[config.mk]
export PLATFORM = sky130hd
export DESIGN_NAME = ansi_terminal_escape_decoder
export DESIGN_NICKNAME = d
export VERILOG_FILES = /design/src/design/ated_pkg.sv /design/src/design/ansi_terminal_escape_decoder.sv /design/src/design/ated_front.sv /design/src/design/ated_queue.sv /design/src/design/ated_back.sv
export SDC_FILE = /design/constraint.sdc
export NUM_CORES = 1
export LEC_CHECK = 0
export BUFFER_PORTS_ARGS = -buffer_cell sky130_fd_sc_hd__buf_2
export CAP_MARGIN = 20
export CORE_ASPECT_RATIO = 0.5
export CORE_MARGIN = 5
export CORE_UTILIZATION = 55
export CTS_CLUSTER_DIAMETER = 120
export DETAILED_ROUTE_END_ITERATION = 6
export PLACE_DENSITY = 0.74
export SYNTH_ARGS = -nofsm -noshare
export SYNTH_HDL_FRONTEND = slang
export SYNTH_SLANG_ARGS = --single-unit
[constraint.sdc]
create_clock -name clk -period 4 [get_ports clk]
set_clock_uncertainty 0.05 [all_clocks]
set_input_delay 0.8 -clock clk [delete_from_list [all_inputs] [get_ports clk]]
set_output_delay 0.8 -clock clk [all_outputs]
set_load 0.05 [all_outputs]
[src/design/ated_pkg.sv]
package ated_pkg;

  // Screen geometry. The cursor ports are 7 and 5 bits wide, which covers
  // up to 128 columns and 32 rows.
  localparam int COLS  = 80;
  localparam int ROWS  = 24;
  localparam int COL_W = 7;
  localparam int ROW_W = 5;

  // Depth of the queue between the classifier and the executor
  localparam int QDEPTH  = 2;
  localparam int QPTR_W  = (QDEPTH > 1) ? $clog2(QDEPTH) : 1;
  localparam int QCNT_W  = $clog2(QDEPTH + 1);

  // Result operation codes
  localparam logic [2:0] OP_NONE   = 3'd0;
  localparam logic [2:0] OP_WRITE  = 3'd1;
  localparam logic [2:0] OP_CLEOL  = 3'd2;
  localparam logic [2:0] OP_CLS    = 3'd3;
  localparam logic [2:0] OP_SCROLL = 3'd4;

  // Byte values of interest
  localparam logic [7:0] BYTE_NUL   = 8'd0;
  localparam logic [7:0] BYTE_BS    = 8'd8;
  localparam logic [7:0] BYTE_TAB   = 8'd9;
  localparam logic [7:0] BYTE_LF    = 8'd10;
  localparam logic [7:0] BYTE_CR    = 8'd13;
  localparam logic [7:0] BYTE_ESC   = 8'd27;
  localparam logic [7:0] BYTE_LBRK  = 8'd91;
  localparam logic [7:0] BYTE_SEMI  = 8'd59;
  localparam logic [7:0] BYTE_ZERO  = 8'd48;
  localparam logic [7:0] BYTE_NINE  = 8'd57;
  localparam logic [7:0] BYTE_K     = 8'd75;
  localparam logic [7:0] BYTE_C     = 8'd67;
  localparam logic [7:0] BYTE_H     = 8'd72;
  localparam logic [7:0] BYTE_J     = 8'd74;

  // Byte class, independent of the parser phase
  typedef enum logic [3:0] {
    CL_BS,
    CL_TAB,
    CL_CR,
    CL_NL,
    CL_ESC,
    CL_LBRK,
    CL_DIGIT,
    CL_SEMI,
    CL_FIN_K,
    CL_FIN_C,
    CL_FIN_H,
    CL_FIN_J,
    CL_OTHER
  } cls_t;

  typedef struct packed {
    cls_t       cls;
    logic [7:0] code;
  } item_t;

endpackage

[src/design/ansi_terminal_escape_decoder.sv]
// Byte-stream terminal decoder: takes one received byte per input beat and
// returns exactly one result beat for it, carrying the screen operation
// (none, write cell, clear to line end, clear screen, scroll up), the cell
// position and character where they apply, and the cursor after the byte.
// Control bytes, ESC sequences and CSI sequences (K, C, H, J; others are
// consumed silently) are handled as a VT100-style parser with the cursor
// clamped to the screen and numeric parameters saturating at 255. One byte
// is taken every cycle when the output side keeps up; a result passes the
// classifier register, a queue slot and the executor output register, in that
// order, before it is presented. The executor updates the cursor and parser
// state for each byte it takes, which sets the one-byte-per-cycle rate.
module ansi_terminal_escape_decoder (
  input  logic                         clk,
  input  logic                         rst,
  input  logic                         in_valid,
  output logic                         in_ready,
  input  logic [7:0]                   rx_byte,
  output logic                         out_valid,
  input  logic                         out_ready,
  output logic [2:0]                   op,
  output logic [ated_pkg::COL_W-1:0]   cell_col,
  output logic [ated_pkg::ROW_W-1:0]   cell_row,
  output logic [7:0]                   char_code,
  output logic [ated_pkg::COL_W-1:0]   cursor_col,
  output logic [ated_pkg::ROW_W-1:0]   cursor_row
);

  // Classified beats from the front end into the queue
  logic             fr_valid;
  logic             fr_ready;
  ated_pkg::item_t  fr_item;

  // Queue into the executor
  logic             q_valid;
  logic             q_ready;
  ated_pkg::item_t  q_item;

  // Front end: classify each byte without regard to parser phase
  ated_front u_front (
    .clk        (clk),
    .rst        (rst),
    .in_valid   (in_valid),
    .in_ready   (in_ready),
    .rx_byte    (rx_byte),
    .item_valid (fr_valid),
    .item_ready (fr_ready),
    .item       (fr_item)
  );

  // Short two-entry queue: lets the executor stall on the output without blocking input until it fills
  ated_queue u_queue (
    .clk      (clk),
    .rst      (rst),
    .wr_valid (fr_valid),
    .wr_ready (fr_ready),
    .wr_item  (fr_item),
    .rd_valid (q_valid),
    .rd_ready (q_ready),
    .rd_item  (q_item)
  );

  // Back end: advance parser and cursor, hold the result until taken
  ated_back u_back (
    .clk        (clk),
    .rst        (rst),
    .item_valid (q_valid),
    .item_ready (q_ready),
    .item       (q_item),
    .out_valid  (out_valid),
    .out_ready  (out_ready),
    .op         (op),
    .cell_col   (cell_col),
    .cell_row   (cell_row),
    .char_code  (char_code),
    .cursor_col (cursor_col),
    .cursor_row (cursor_row)
  );

endmodule

[src/design/ated_front.sv]
module ated_front (
  input  logic               clk,
  input  logic               rst,
  input  logic               in_valid,
  output logic               in_ready,
  input  logic [7:0]         rx_byte,
  output logic               item_valid,
  input  logic               item_ready,
  output ated_pkg::item_t    item
);

  ated_pkg::cls_t cls_next;

  always_comb begin
    case (rx_byte)
      ated_pkg::BYTE_BS:   cls_next = ated_pkg::CL_BS;
      ated_pkg::BYTE_TAB:  cls_next = ated_pkg::CL_TAB;
      ated_pkg::BYTE_CR:   cls_next = ated_pkg::CL_CR;
      ated_pkg::BYTE_LF:   cls_next = ated_pkg::CL_NL;
      ated_pkg::BYTE_NUL:  cls_next = ated_pkg::CL_NL;
      ated_pkg::BYTE_ESC:  cls_next = ated_pkg::CL_ESC;
      ated_pkg::BYTE_LBRK: cls_next = ated_pkg::CL_LBRK;
      ated_pkg::BYTE_SEMI: cls_next = ated_pkg::CL_SEMI;
      ated_pkg::BYTE_K:    cls_next = ated_pkg::CL_FIN_K;
      ated_pkg::BYTE_C:    cls_next = ated_pkg::CL_FIN_C;
      ated_pkg::BYTE_H:    cls_next = ated_pkg::CL_FIN_H;
      ated_pkg::BYTE_J:    cls_next = ated_pkg::CL_FIN_J;
      default: begin
        if (rx_byte inside {[ated_pkg::BYTE_ZERO:ated_pkg::BYTE_NINE]}) begin
          cls_next = ated_pkg::CL_DIGIT;
        end else begin
          cls_next = ated_pkg::CL_OTHER;
        end
      end
    endcase
  end

  // Hold the classified beat until the queue takes it
  assign in_ready = !item_valid || item_ready;

  always_ff @(posedge clk) begin
    if (rst) begin
      item_valid <= 1'b0;
    end else if (in_ready) begin
      item_valid <= in_valid;
    end
  end

  always_ff @(posedge clk) begin
    if (in_valid && in_ready) begin
      item.cls  <= cls_next;
      item.code <= rx_byte;
    end
  end

endmodule

[src/design/ated_queue.sv]
module ated_queue (
  input  logic               clk,
  input  logic               rst,
  input  logic               wr_valid,
  output logic               wr_ready,
  input  ated_pkg::item_t    wr_item,
  output logic               rd_valid,
  input  logic               rd_ready,
  output ated_pkg::item_t    rd_item
);

  ated_pkg::item_t                    slots [ated_pkg::QDEPTH];
  logic [ated_pkg::QPTR_W-1:0]        wr_ptr;
  logic [ated_pkg::QPTR_W-1:0]        rd_ptr;
  logic [ated_pkg::QCNT_W-1:0]        count;
  logic                               push;
  logic                               pop;

  assign wr_ready = count != ated_pkg::QCNT_W'(ated_pkg::QDEPTH);
  assign rd_valid = count != '0;
  assign rd_item  = slots[rd_ptr];
  assign push     = wr_valid && wr_ready;
  assign pop      = rd_valid && rd_ready;

  always_ff @(posedge clk) begin
    if (rst) begin
      wr_ptr <= '0;
      rd_ptr <= '0;
      count  <= '0;
    end else begin
      if (push) begin
        wr_ptr <= (wr_ptr == ated_pkg::QPTR_W'(ated_pkg::QDEPTH - 1)) ? '0 : wr_ptr + 1'b1;
      end
      if (pop) begin
        rd_ptr <= (rd_ptr == ated_pkg::QPTR_W'(ated_pkg::QDEPTH - 1)) ? '0 : rd_ptr + 1'b1;
      end
      case ({push, pop})
        2'b10:   count <= count + 1'b1;
        2'b01:   count <= count - 1'b1;
        default: count <= count;
      endcase
    end
  end

  always_ff @(posedge clk) begin
    if (push) begin
      slots[wr_ptr] <= wr_item;
    end
  end

  assert property (@(posedge clk) disable iff (rst)
    count <= ated_pkg::QCNT_W'(ated_pkg::QDEPTH))
    else $error("queue count beyond depth");

  assert property (@(posedge clk) disable iff (rst)
    push && !pop |=> count == $past(count) + 1'b1)
    else $error("queue count missed a push");

  assert property (@(posedge clk) disable iff (rst)
    (count == '0) |-> (wr_ptr == rd_ptr))
    else $error("empty queue with pointers apart");

endmodule

[src/design/ated_back.sv]
module ated_back (
  input  logic                         clk,
  input  logic                         rst,
  input  logic                         item_valid,
  output logic                         item_ready,
  input  ated_pkg::item_t              item,
  output logic                         out_valid,
  input  logic                         out_ready,
  output logic [2:0]                   op,
  output logic [ated_pkg::COL_W-1:0]   cell_col,
  output logic [ated_pkg::ROW_W-1:0]   cell_row,
  output logic [7:0]                   char_code,
  output logic [ated_pkg::COL_W-1:0]   cursor_col,
  output logic [ated_pkg::ROW_W-1:0]   cursor_row
);

  typedef enum logic [1:0] {
    PH_TEXT,
    PH_ESC,
    PH_CSI,
    PH_SKIP
  } phase_t;

  localparam logic [ated_pkg::COL_W-1:0] COL_MAX = ated_pkg::COL_W'(ated_pkg::COLS - 1);
  localparam logic [ated_pkg::ROW_W-1:0] ROW_MAX = ated_pkg::ROW_W'(ated_pkg::ROWS - 1);

  phase_t                       phase, phase_next;
  logic [7:0]                   first_param, first_param_next;
  logic [7:0]                   second_param, second_param_next;
  logic                         param_slot, param_slot_next;
  logic [ated_pkg::COL_W-1:0]   col_pos, col_pos_next;
  logic [ated_pkg::ROW_W-1:0]   row_pos, row_pos_next;
  logic [2:0]                   op_next;
  logic [ated_pkg::COL_W-1:0]   cell_col_next;
  logic [ated_pkg::ROW_W-1:0]   cell_row_next;
  logic [7:0]                   char_code_next;

  logic                         take;
  logic [7:0]                   cur_param;
  logic [11:0]                  acc;
  logic [7:0]                   acc_sat;
  logic [8:0]                   col_fwd;
  logic [ated_pkg::COL_W-1:0]   col_inc;
  logic [7:0]                   first_m1;
  logic [7:0]                   second_m1;

  assign item_ready = !out_valid || out_ready;
  assign take       = item_valid && item_ready;

  // Decimal accumulate with saturation
  assign cur_param = param_slot ? second_param : first_param;
  assign acc       = {1'b0, cur_param, 3'b000} + {3'b000, cur_param, 1'b0}
                   + {8'd0, item.code[3:0]};
  assign acc_sat   = (acc > 12'd255) ? 8'd255 : acc[7:0];

  assign col_fwd   = {2'b00, col_pos} + {1'b0, first_param};
  assign col_inc   = (col_pos >= COL_MAX) ? COL_MAX : col_pos + 1'b1;
  assign first_m1  = first_param - 8'd1;
  assign second_m1 = second_param - 8'd1;

  always_comb begin
    phase_next        = phase;
    first_param_next  = first_param;
    second_param_next = second_param;
    param_slot_next   = param_slot;
    col_pos_next      = col_pos;
    row_pos_next      = row_pos;
    op_next           = ated_pkg::OP_NONE;
    cell_col_next     = '0;
    cell_row_next     = '0;
    char_code_next    = '0;
    case (phase)
      PH_ESC: begin
        if (item.cls == ated_pkg::CL_LBRK) begin
          phase_next        = PH_CSI;
          first_param_next  = '0;
          second_param_next = '0;
          param_slot_next   = 1'b0;
        end else begin
          phase_next = PH_TEXT;
        end
      end
      PH_CSI, PH_SKIP: begin
        if (item.cls == ated_pkg::CL_DIGIT) begin
          if (phase == PH_CSI) begin
            if (param_slot) begin
              second_param_next = acc_sat;
            end else begin
              first_param_next = acc_sat;
            end
          end
        end else if (item.cls == ated_pkg::CL_SEMI) begin
          if (phase == PH_CSI) begin
            if (param_slot) begin
              phase_next = PH_SKIP;
            end else begin
              param_slot_next = 1'b1;
            end
          end
        end else begin
          phase_next = PH_TEXT;
          case (item.cls)
            ated_pkg::CL_FIN_K: begin
              op_next       = ated_pkg::OP_CLEOL;
              cell_col_next = col_pos;
              cell_row_next = row_pos;
            end
            ated_pkg::CL_FIN_C: begin
              col_pos_next = (col_fwd > {2'b00, COL_MAX}) ? COL_MAX
                                                          : col_fwd[ated_pkg::COL_W-1:0];
            end
            ated_pkg::CL_FIN_H: begin
              if (first_param != 8'd0 && second_param != 8'd0) begin
                row_pos_next = (first_m1 > 8'(ated_pkg::ROWS - 1)) ? ROW_MAX
                                                                   : first_m1[ated_pkg::ROW_W-1:0];
                col_pos_next = (second_m1 > 8'(ated_pkg::COLS - 1)) ? COL_MAX
                                                                    : second_m1[ated_pkg::COL_W-1:0];
              end
            end
            ated_pkg::CL_FIN_J: begin
              op_next      = ated_pkg::OP_CLS;
              col_pos_next = '0;
              row_pos_next = '0;
            end
            default: begin
            end
          endcase
        end
      end
      default: begin
        case (item.cls)
          ated_pkg::CL_BS: begin
            if (col_pos != '0) begin
              col_pos_next = col_pos - 1'b1;
            end
          end
          ated_pkg::CL_TAB: col_pos_next = col_inc;
          ated_pkg::CL_CR:  col_pos_next = '0;
          ated_pkg::CL_NL: begin
            if (row_pos >= ROW_MAX) begin
              row_pos_next = ROW_MAX;
              op_next      = ated_pkg::OP_SCROLL;
            end else begin
              row_pos_next = row_pos + 1'b1;
            end
          end
          ated_pkg::CL_ESC: phase_next = PH_ESC;
          default: begin
            op_next        = ated_pkg::OP_WRITE;
            cell_col_next  = col_pos;
            cell_row_next  = row_pos;
            char_code_next = item.code;
            col_pos_next   = col_inc;
          end
        endcase
      end
    endcase
  end

  always_ff @(posedge clk) begin
    if (rst) begin
      phase        <= PH_TEXT;
      first_param  <= '0;
      second_param <= '0;
      param_slot   <= 1'b0;
      col_pos      <= '0;
      row_pos      <= '0;
      out_valid    <= 1'b0;
    end else begin
      if (take) begin
        phase        <= phase_next;
        first_param  <= first_param_next;
        second_param <= second_param_next;
        param_slot   <= param_slot_next;
        col_pos      <= col_pos_next;
        row_pos      <= row_pos_next;
        op           <= op_next;
        cell_col     <= cell_col_next;
        cell_row     <= cell_row_next;
        char_code    <= char_code_next;
        cursor_col   <= col_pos_next;
        cursor_row   <= row_pos_next;
        out_valid    <= 1'b1;
      end else if (out_ready) begin
        out_valid <= 1'b0;
      end
    end
  end

  assert property (@(posedge clk) disable iff (rst)
    col_pos <= COL_MAX && row_pos <= ROW_MAX)
    else $error("cursor outside the screen");

  assert property (@(posedge clk) disable iff (rst)
    out_valid && op != ated_pkg::OP_WRITE |-> char_code == 8'd0)
    else $error("char_code set without a cell write");

  assert property (@(posedge clk) disable iff (rst)
    out_valid && op == ated_pkg::OP_SCROLL |-> cursor_row == ROW_MAX)
    else $error("scroll away from the last row");

  assert property (@(posedge clk) disable iff (rst)
    out_valid && op == ated_pkg::OP_CLS |-> cursor_col == '0 && cursor_row == '0)
    else $error("screen clear without homing the cursor");

  assert property (@(posedge clk) disable iff (rst)
    take |=> out_valid && cursor_col == col_pos && cursor_row == row_pos)
    else $error("result cursor differs from held cursor");

endmodule
-- Word level (Yosys, flattened, before mapping)
Memories as Yosys holds them, arrays and structs flattened. A register that Yosys moved wholly into a read port is not among the register bits.
Index checks and enable logic that the tools add are counted.
- add/sub/neg operators: 12
- multiply operators: 0
- div/mod/pow operators: 0
- magnitude comparators: 8
- eq/ne operators: 37
- shift-type cells: 0
- mux-type cells: 68
- bitwise gates (word level): 1
- reduce and logical (&&, ||, !) cells: 30
- operator list (operator ; number):
    7-bit 2-to-1 mux ; 11
    8-bit 2-to-1 mux ; 9
    5-bit 2-to-1 mux ; 10
    4-bit case mux with 11 select lines ; 1
    7-bit case mux with 3 select lines ; 2
    8-bit by 7-bit == test with 1-bit output, second input constant ; 5
    8-bit by 4-bit == test with 1-bit output, second input constant ; 4
    8-bit case mux with 2 select lines ; 2
    5-bit case mux with 2 select lines ; 3
    7-bit case mux with 2 select lines ; 2
    6-bit AND reduction ; 3
    4-bit by 3-bit == test with 1-bit output, second input constant ; 4
    4-bit == test, second input constant ; 4
    8-bit nonzero test ; 2
    8-bit by 1-bit subtractor with 8-bit output, second input constant ; 2
    11-bit by 9-bit adder with 12-bit output ; 1
    12-bit by 4-bit adder with 12-bit output ; 1
    12-bit by 8-bit greater-than comparator with 1-bit output, second input constant ; 1
    1-bit 2-to-1 mux ; 12
    2-bit 2-to-1 mux ; 6
    2-bit case mux with 2 select lines ; 3
    3-bit case mux with 2 select lines ; 2
    2-bit by 1-bit inequality test with 1-bit output, second input constant ; 5
    7-bit by 8-bit adder with 9-bit output ; 1
    other kinds (39) ; 60
- flip-flop bits (word level): 84
- bits in latches: 0
- bits in writable memories: 24
- ROM bits: 0
- input bits: 12
- output and inout port bits: 37
- word-level logic and storage cells: 176
- memories: 1
- memory list (name ; depth ; bits a word ; read ports ; clocked after Yosys merged registers in ; write ports ; line ; text):
    u_queue.slots ; 2 ; 12 ; 1 ; 1 ; 1 ; ated_queue.sv:12 ; ated_pkg::item_t slots [ated_pkg::QDEPTH];

-- Logic depth before layout (Yosys ltp)
Gate-level depths: netlist of the first run.
- depth after elaboration: 9
- gate-level depth with buffers: 16
- depth with buffers taken out: 13

-- By module
Synthesis of the first run repeated with hierarchy kept, for this count alone.
- cells, all modules: 720
- area total of the unflattened synthesis: 6842.8 um2
- modules (own cells, without submodules) (module ; times used ; cells each ; area each (um2) ; sequential area each (um2)):
    ated_back ; 1 ; 604 ; 5078.6 ; 1691.6
    ated_queue ; 1 ; 61 ; 1083.5 ; 820.8
    ated_front ; 1 ; 55 ; 680.7 ; 380.4

-- Worst setup path before layout of the first run
Ideal clock, no wire load.
- kind: reg2reg
- start: reg (tool-made name)
- end: reg u_back.second_param[7]
- library setup time: 0.106 ns
- arrival time: 3.481 ns
- required time: 3.844 ns
- slack: 0.363 ns
- stages on the path, launching flop included: 16
- buffers on the path: 4
- period minus slack after synthesis: 3.637 ns
- cell sequence: dfxtp_1 buf_6 clkbuf_8 buf_2 mux2_2 fa_1 inv_1 fa_1 nor2b_1 o21a_1 o21a_1 o21ai_0 a22oi_1 clkbuf_1 nand3_1 o311ai_0
- RTL lines (what ; line ; text):
    to (signal assigned) ; ated_back.sv:173 ; second_param <= second_param_next;
    to (decl) ; ated_back.sv:29 ; logic [7:0] second_param, second_param_next;

-- Worst setup path after layout of the first run
- start: reg u_back.first_param[0]
- end: reg u_back.second_param[3]
- longest elaborated chain between the ends: 9
- ends and longest elaborated chain (what ; line ; text):
    from (decl) ; ated_back.sv:28 ; logic [7:0] first_param, first_param_next;
    from (signal assigned) ; ated_back.sv:172 ; first_param <= first_param_next;
    8-bit 2-to-1 mux (*) ; ated_back.sv:51 ; assign cur_param = param_slot ? second_param : first_param;
    11-bit by 9-bit adder with 12-bit output (*) ; ated_back.sv:52 ; assign acc = {1'b0, cur_param, 3'b000} + {3'b000, cur_param, 1'b0}
    12-bit by 4-bit adder with 12-bit output (*) ; ated_back.sv:53 ; + {8'd0, item.code[3:0]};
    12-bit by 8-bit greater-than comparator with 1-bit output ; ated_back.sv:54 ; assign acc_sat = (acc > 12'd255) ? 8'd255 : acc[7:0];
    8-bit 2-to-1 mux (*) ; ated_back.sv:54 ;
    8-bit 2-to-1 mux (*) ; ated_back.sv:86 ; if (param_slot) begin
    8-bit 2-to-1 mux (*) ; ated_back.sv:85 ; if (phase == PH_CSI) begin
    8-bit 2-to-1 mux (*) ; ated_back.sv:84 ; if (item.cls == ated_pkg::CL_DIGIT) begin
    8-bit case mux with 2 select lines (*) ; ated_back.sv:72 ; case (phase)
Mark *: on every way between the ends. The rest lies on a longest branch, timed or not. The select of a mux whose other input is x is not followed.
A chain may end at the register's enable or synchronous reset.

==> results of run 1 <==
[timing repair]
item / CTS / global route
gates resized for setup: 0 / 1
endpoints found under the hold margin: 0 / 0
setup endpoints to repair: 0 / 16
[sequential cells by signal (all words and copies together) (netlist names), named ones only]
signal,flops
u_back.cell_col,7
u_back.cell_row,5
u_back.char_code,8
u_back.col_pos,7
u_back.cursor_col,7
u_back.cursor_row,5
u_back.first_param,8
u_back.op,3
u_back.out_valid,1
u_back.param_slot,1
u_back.phase,2
u_back.row_pos,5
u_back.second_param,8
u_front.item,12
u_front.item_valid,1
u_queue.count,2
u_queue.rd_ptr,1
u_queue.slots,24
u_queue.wr_ptr,1
[layout by cell type, fill, tap and decap left out, drive strengths merged, types with 9 or more instances in the layout]
| master | Yosys | routed |
|---|---|---|
| ha | 31 | 31 |
| xnor2 | 10 | 10 |
| xor2 | 12 | 12 |
| nand2b | 11 | 11 |
| a21oi | 53 | 53 |
| buf | 15 | 62 |
| nor2 | 56 | 56 |
| clkbuf | 22 | 10 |
| nor3 | 27 | 27 |
| o21ai | 33 | 33 |
| edfxtp | 71 | 71 |
| inv | 25 | 29 |
| o211ai | 17 | 17 |
| dfxtp | 38 | 38 |
| mux2 | 12 | 12 |
| and2 | 17 | 17 |
| nor4 | 10 | 10 |
| nand3 | 24 | 24 |
| nand2 | 54 | 54 |
| o21a | 9 | 9 |
[worst paths after layout]
check	start	end	cells past startpoint
hold / removal	u_front.item[7]	u_queue.slots[1][7]	0
setup / recovery	u_back.first_param[0]	u_back.second_param[3]	11
hold reg to reg	u_front.item[7]	u_queue.slots[1][7]	0
setup reg to reg	u_back.first_param[0]	u_back.second_param[3]	11
[stage by stage]
stage,area (um2),hold WS [ns],power (mW),setup slack [ns]
final,7350,0.408,3.94,0.375
after global routing,7350,0.424,4.15,0.0703
after CTS,7330,0.406,3.93,0.113
after detailed placement,7040,0.382,3.05,0.131
after global placement,7040,0.372,3.02,0.190
after floorplan,6660,0.371,2.67,0.363
[layer usage]
layer,track usage [%],up-vias,wire length [um]
met5,0,-,0
met4,5.46,0,233
met3,4.84,24,1340
met2,36.9,251,7300
met1,31.8,2588,7150
li1,-,2679,-
[power by group]
group | internal, mW | leakage, nW | switching [mW]
clock | 0.438 | 0.139 | 0.449
combinational | 0.472 | 1.64 | 1.03
sequential | 1.43 | 0.967 | 0.127
[critical path: cells and delay by family, from the launching register on]
family          cells  cell delay [ns]
compound gates      8             1.99
fa+ha+maj           2             0.81
buf+inv             1             0.14
flops               1             0.51
[cell type report]
| class | count | area (um2) | area share [%] |
|---|---|---|---|
| Multi-Input combinational cell | 516 | 3510 | 47.8 |
| Sequential cell | 109 | 2890 | 39.4 |
| Tap cell | 165 | 206 | 2.81 |
| Clock inverter | 7 | 65.1 | 0.886 |
| Clock buffer | 9 | 225 | 3.07 |
| Timing Repair Buffer | 63 | 353 | 4.80 |
| Inverter | 25 | 93.8 | 1.28 |
[kinds of logic (layout without fill, tap and decap cells)]
group | after synthesis | in the layout | synth area share (%)
xor gates and xnor gates | 22 | 22 | 2.89
AOI/OAI and AO/OA | 192 | 192 | 20.0
DFF | 109 | 109 | 43.5
buffers and inverters | 62 | 104 | 3.98
and+or+nand+nor | 250 | 250 | 19.9
muxes | 18 | 18 | 2.99
adders and majority gates | 34 | 34 | 6.73
==> results.toml, run 1 <==
[sta]
tns_ns = 0
timing.slew.headroom_pct = 30.9
fmax_mhz = 276
hold_violations = 0
finalMaxSlewViolations = 0
worst_slew_pin_slew_ns = 1.03
fin_crit_sh_pct = 90.6
rsz0062_at_grt = "false"
setup_viol = 0
min_period_ns = 3.63

[clock_network]
clk-insertion-delay-late_ns = 0.36
clk_pin_slew_ns = 0.08
numCtsBuffers = 9
holdBufCountCts = 0
cts_htree_levels = 3
cts_tree = "yes"
cts.sinks = 109
cts-root-buf = "clkbuf_16"
clockBufferDepth = 2
cts_setup_buffers = 0

[die]
io_pins = 49
initial_core_util_pct = 56.2
die_h_um = 87.8
core.rowCount = 28
core_area_um2 = 11800
die-area_um2 = 14500
fp.dieW_um = 166

[worst_setup_path]
critPathMostFrequentCell = "a21oi_1"
end_kind = "register"
path_class = "reg -> reg"
start_kind = "register"
crit_required_ns = 4.18
cp_max_fo = 13
arrival_ns = 3.81
crit_chain = "inv_1 -> o21ai_0 -> fa_1 -> ha_1 -> a21o_1 -> a21oi_1 -> o21bai_1 -> a2111oi_0 -> a22oi_2 -> o211ai_1 -> a21oi_1"
rrSetupSlack_ns = 0.37
worst_path_max_delay_cell = "dfxtp_1"
critPathMaxStageDelay_ns = 0.51

[pwr]
p_leak_nw = 2.75
p_per_area_nw_per_um2 = 537
ir_drop_mv = 0.246

[final_layout]
stdcell_count = 894
drive_above_1_share_pct = 14.7
nets = 770
nFillCells = 1018
antennaDiodeCount = 0
synthToLayoutAreaGrowth_pct = 10.4
final_core_util_pct = 62.0

[global_routing]
grt_max_degree = 36
grt-ovfl-total = 0
grt_pass1_wl_mm = 26.4
grt_pass1_vias = 5274
antenna_found_initial = 0
grt_usage_pct = 22.8

[run_status]
status = "finished clean"

[yosys]
yosys_warnings = 0
async_flop_share_pct = 0
ys_types = 82
synth-seq-area-share_pct = 43.5
synth_seq_cells = 109
synthDominantCellAreaShare_pct = 32.0
synthTopCellsByCount = "71 x edfxtp_1, 55 x nor2_1, 53 x nand2_1"
synthTopCellsByArea = "edfxtp_1 32%, dfxtp_1 11%, ha_1 5.8%, a21oi_1 3.9%, nor2_1 3.1%"
syn_avg_cell_area_um2 = 9.69
synthFlopType = "edfxtp_1"
synth_top_cell_by_area = "edfxtp_1"
synth_fp_nets = 733
syn_area_um2 = 6660
synth_edf_count = 71
synthCells = 687
yosysMostFrequentCell = "edfxtp_1"

[drt]
drcViolationCount = 0
finalWirelength_mm = 16.0
initialDrtViolationCount = 499
routed_via_density = 6.20
avgRoutedWirePerCell_um = 17.9
drtPass1Iterations = 5
ant_nets = 0
vias = 5542

[placement]
gp_congestion = 0.911
dp_hpwl_mm = 11.7
portBuffers = 48
placedCellCount = 877

[min_path]
hp-class = "reg -> reg"

[flow_run]
maxCapViolCount = 0
Power figures use the tool's default switching activity.
==> run 2, diff against run 1 <==
CELL_PAD_IN_SITES_DETAIL_PLACEMENT = 1   (was default)
CELL_PAD_IN_SITES_GLOBAL_PLACEMENT = 1   (was default)
CORE_UTILIZATION = 47   (was 55)
PLACE_DENSITY = default   (was 0.74)
PLACE_DENSITY_LB_ADDON = 0.1   (was default)
==> run 2 against run 1 <==
  * Combinational power grew 7%
  * Via count up 2.9%
  * Sequential power is essentially flat
  * First-iteration DRC count is 32% lower
  * Clock-buffer cell count increased by 1
==> results.toml, run 2 (synthesis gave the netlist of run 1 again) <==
[die]
io_pins = 49
core_area_um2 = 13700
die_h_um = 94.2
fp.dieW_um = 178
die-area_um2 = 16800
core.rowCount = 30
initial_core_util_pct = 48.6

[clock_network]
clk_pin_slew_ns = 0.08
cts_htree_levels = 3
cts-root-buf = "clkbuf_16"
clk-insertion-delay-late_ns = 0.36
cts.sinks = 109
numCtsBuffers = 9
cts_tree = "yes"
clockBufferDepth = 2
cts_setup_buffers = 0

[flow_run]
maxCapViolCount = 0

[drt]
avgRoutedWirePerCell_um = 21.1
drcViolationCount = 0
routed_via_density = 6.17
finalWirelength_mm = 19.5
wl_met3_mm = 1.06
top_layer_used = "met4"
ant_nets = 0
initialDrtViolationCount = 341
dr_wl_met2_mm = 9.03
drtPass1Iterations = 4
vias = 5704
wl_met1_mm = 9.23

[final_layout]
final_area_um2 = 7420
final_cell_mix = "71 x edfxtp_1, 54 x nor2_1, 53 x nand2_1, 52 x a21oi_1, 48 x buf_2"
nFillCells = 1577
ff_latch_area_um2 = 2890
synthToLayoutAreaGrowth_pct = 11.5
largest_reg_flops = 24
mostFrequentLayoutCell = "edfxtp_1"
multiInputGateArea_um2 = 3510
top_register = "u_queue.slots"
drive_above_1_share_pct = 15.1
final_core_util_pct = 54.2
top_regs = "u_queue.slots x24, u_front.item x12"
nets = 774
antennaDiodeCount = 0

[worst_setup_path]
cp_top_family = "compound AO/OA/AOI/OAI gates"
reg2regPathDepth = 11
crit_chain = "mux2_2 -> fa_1 -> inv_1 -> fa_1 -> nor2b_1 -> o21a_1 -> o21a_1 -> o21ai_0 -> a22oi_2 -> nand3_1 -> o311ai_0"
rrSetupSlack_ns = 0.29
crit_path_end = "u_back.second_param[7]"
critPathMaxStageDelay_ns = 0.59
start_kind = "register"
crit_cells = 11
crit_required_ns = 4.21
r2r_start = "u_back.param_slot"
cp_max_fo = 13
crit_start = "u_back.param_slot"
r2r_end = "u_back.second_param[7]"
path_class = "reg -> reg"
worst_path_max_delay_cell = "a22oi_2"
end_kind = "register"
cp.buffers_inverters = 1
arrival_ns = 3.92

[pwr]
ir_drop_mv = 0.277
p_per_area_nw_per_um2 = 544
p_leak_nw = 2.78

[global_routing]
grt-ovfl-total = 0
grt_pass1_vias = 5853
grt_max_degree = 45
grt_pass1_wl_mm = 31.3
antenna_found_initial = 0
grt_usage_pct = 23.8

[sta]
tns_ns = 0
finalHoldWorstSlack_ns = 0.405
timing.slew.headroom_pct = 41.0
fin_crit_sh_pct = 92.8
finalMaxSlewViolations = 0
hold_violations = 0
worst_slew_pin_slew_ns = 0.885
min_period_ns = 3.71
rsz0062_at_grt = "false"
setup_viol = 0
fmax_mhz = 269

[run_status]
status = "finished clean"

[placement]
placed_area_um2 = 7100
portBuffers = 48
dp_hpwl_mm = 14.4
gp_congestion = 0.875

[min_path]
hp-class = "reg -> reg"
## run 2: area by class of cell
cell class,instances,share of cell area (%)
Sequential cell,109,39.0
Tap cell,192,3.24
Clock inverter,6,0.910
Multi-Input combinational cell,516,47.3
Clock buffer,10,3.09
Inverter,25,1.26
Timing Repair Buffer,67,5.21
## run 2: power by group
part           internal [mW]  total [mW]  switching (mW)
registers               1.43        1.54           0.107
logic                  0.489        1.60            1.11
clock network          0.443       0.905           0.462
total                   2.36        4.04            1.68
## run 2: worst min-delay path by stage
stage,cells after the start,to,slack (ns),from
after floorplan,0,u_queue.slots[0][0],0.37,u_front.item[0]
after global placement,0,u_queue.slots[0][2],0.37,u_front.item[2]
after detailed placement,0,u_queue.slots[1][2],0.38,u_front.item[2]
after CTS,0,u_queue.slots[1][2],0.40,u_front.item[2]
after global routing,0,u_queue.slots[1][2],0.41,u_front.item[2]
final,0,u_queue.slots[0][3],0.41,u_front.item[3]
## run 2: per-stage QoR
step | setup slack [ns] | cells | power, mW
final | 0.287 | 925 | 4.04
after global routing | 0.0108 | 925 | 4.26
after CTS | 0.232 | 923 | 4.04
after detailed placement | -0.0713 | 907 | 3.13
after global placement | 0.116 | 907 | 3.08
after floorplan | 0.363 | 687 | 2.67
## run 2: per-layer routing
layer,vias up,GRT usage (%)
li1,2680,-
met1,2851,32.8
met2,153,38.6
met3,20,4.70
met4,0,5.49
met5,-,0
## run 2: repair_timing
action | 4_1_cts | 5_1_grt
hold buffers | 0 | 0
endpoints found under the setup margin | 5 | 8
gates resized for setup | 1 | 1
cloned | 0 | 0
## run 2: worst register-to-register path, cell delays in order, from the launching register on
cell and delay [ns]:
dfxtp_1 0.53, mux2_2 0.42, fa_1 0.54, inv_1 0.07, fa_1 0.47, nor2b_1 0.13
o21a_1 0.16, o21a_1 0.15, o21ai_0 0.12, a22oi_2 0.59, nand3_1 0.23, o311ai_0 0.15
==> run 3, diff against run 2 <==
CORE_UTILIZATION = 43   (was 47)
clock period = 3 ns   (was 4 ns; I/O delays follow)
==> run 3 against run 2 <==
  * The flow now finishes with violations (setup timing)
  * Setup slack lost 0.47 ns
  * Global-route usage fell by 0.55 points
  * First-iteration DRC count shrank 22%
  * Highest routed layer unchanged
  * Register-to-register slack got worse by 0.47 ns
  * Largest cell class unchanged
==> results.toml, run 3 (synthesis gave the netlist of run 1 again) <==
[clock_network]
numCtsBuffers = 9
cts_htree_levels = 3
clk-insertion-delay-late_ns = 0.36
cts-root-buf = "clkbuf_16"
cts.sinks = 109
clk_pin_slew_ns = 0.08
cts_tree = "yes"
clockBufferDepth = 2
holdBufCountCts = 0

[pwr]
ir_drop_mv = 0.362
p_leak_nw = 3.03
total_power_mw = 5.54
p_per_area_nw_per_um2 = 695

[sta]
min_period_ns = 3.18
timing.slew.headroom_pct = 46.0
fin_crit_sh_pct = 106
fmax_mhz = 314
finalMaxSlewViolations = 0
setup_viol = 16
worst_slew_pin_slew_ns = 0.802
layout_setup_ws_ns = -0.184
hold_violations = 0
rsz0062_at_grt = "true"

[global_routing]
grt_pass1_wl_mm = 33.7
grt-ovfl-total = 0
antenna_found_initial = 0
grt_max_degree = 36
grt_usage_pct = 23.2
grt_pass1_vias = 6088

[final_layout]
final_cell_mix = "71 x edfxtp_1, 61 x buf_4, 54 x nor2_1, 51 x a21oi_1, 51 x nand2_1"
stdcell_count = 986
antennaDiodeCount = 0
final_area_um2 = 7970
largest_reg_flops = 24
nets = 823
final_core_util_pct = 52.1
synthToLayoutAreaGrowth_pct = 19.8
top_register = "u_queue.slots"
drive_above_1_share_pct = 23.8
mostFrequentLayoutCell = "edfxtp_1"
top_regs = "u_queue.slots x24, u_front.item x12"

[run_status]
status = "finished, violations left"
violations = "setup timing"

[worst_setup_path]
r2r_end = "u_back.first_param[2]"
rrSetupSlack_ns = -0.18
crit_required_ns = 3.23
worst_path_max_delay_cell = "fa_1"
cp_max_fo = 7
critPathMaxStageDelay_ns = 0.58
end_kind = "register"
path_class = "reg -> reg"
crit_chain = "mux2_4 -> fa_1 -> inv_2 -> fa_2 -> nor2b_1 -> o21a_1 -> buf_6 -> o21a_1 -> o21ai_2 -> a22oi_2 -> buf_6 -> o211ai_1 -> a21oi_1"
arrival_ns = 3.41
reg2regPathDepth = 13
start_kind = "register"

[drt]
vias = 5784
ant_nets = 0
routed_via_density = 5.87
drtPass1Iterations = 4
finalWirelength_mm = 20.9
avgRoutedWirePerCell_um = 21.2
initialDrtViolationCount = 267
drcViolationCount = 0

[placement]
dp_hpwl_mm = 15.4
placed_area_um2 = 7460
portBuffers = 48
placedCellCount = 964
gp_congestion = 0.865
dp_slack_ns = -0.267

[die]
io_pins = 49
die_h_um = 98.0
fp.dieW_um = 186
die-area_um2 = 18200
core.rowCount = 32
initial_core_util_pct = 43.5
core_area_um2 = 15300

[flow_run]
maxCapViolCount = 0

[min_path]
worstHoldPathCells = 0
hp-class = "reg -> reg"
worstHoldEndpoint = "u_queue.slots[1][7]"
worstHoldStart = "u_front.item[7]"
[run 3: how the worst max path moves through the flow]
stage                       from               endpoint  slack [ns]  cells after the start
2_1_floorplan           register  u_back.first_param[0]       -0.36                     15
3_5_place_dp   u_back.param_slot  u_back.first_param[4]       -0.27                     14
4_1_cts        u_back.param_slot  u_back.first_param[2]       -0.12                     11
6_report                register  u_back.first_param[2]       -0.18                     13
5_1_grt        u_back.param_slot  u_back.first_param[2]       -0.34                     16
3_3_place_gp   u_back.param_slot  u_back.first_param[1]       -0.20                     13
[run 3: stage by stage]
stage / TNS (ns) / hold slack (ns)
after floorplan: -4.82 / 0.371
after global placement: -3.00 / 0.372
after detailed placement: -3.76 / 0.386
after CTS: -1.03 / 0.406
after global routing: -4.20 / 0.416
final: -1.94 / 0.406
[run 3: worst max-delay path: cells and delay by family, from the launching register on]
family	cells	cell delay (ns)
flops	1	0.36
buf+inv	3	0.34
compound gates	6	0.97
fa+ha+maj	2	0.93
simple gates	1	0.14
mux	1	0.32
[run 3: power breakdown]
part,internal [mW],leakage [nW],switching [mW]
Clock,0.591,0.140,0.626
Sequential,1.91,0.968,0.156
Combinational,0.743,1.92,1.52
[run 3: area by class of cell]
cell class / count / area [um2]
Fill cell: 1736 / 7320
Inverter: 25 / 93.8
Tap cell: 204 / 255
Multi-Input combinational cell: 516 / 3660
Clock inverter: 6 / 63.8
Clock buffer: 10 / 229
Timing Repair Buffer: 116 / 773
Sequential cell: 109 / 2900
[run 3: repair_timing]
item	4_1_cts	5_1_grt
pin swaps	14	14
setup buffers	4	1
hold endpoints to repair	0	0
cloned	1	0
gates resized for setup	20	24
endpoints found under the setup margin	17	26
[run 3: metal layers]
metal	routed length (um)	GRT usage, %
met3	959	4.24
met4	198	3.75
met5	0	0
met2	9500	37.3
met1	10200	33.4
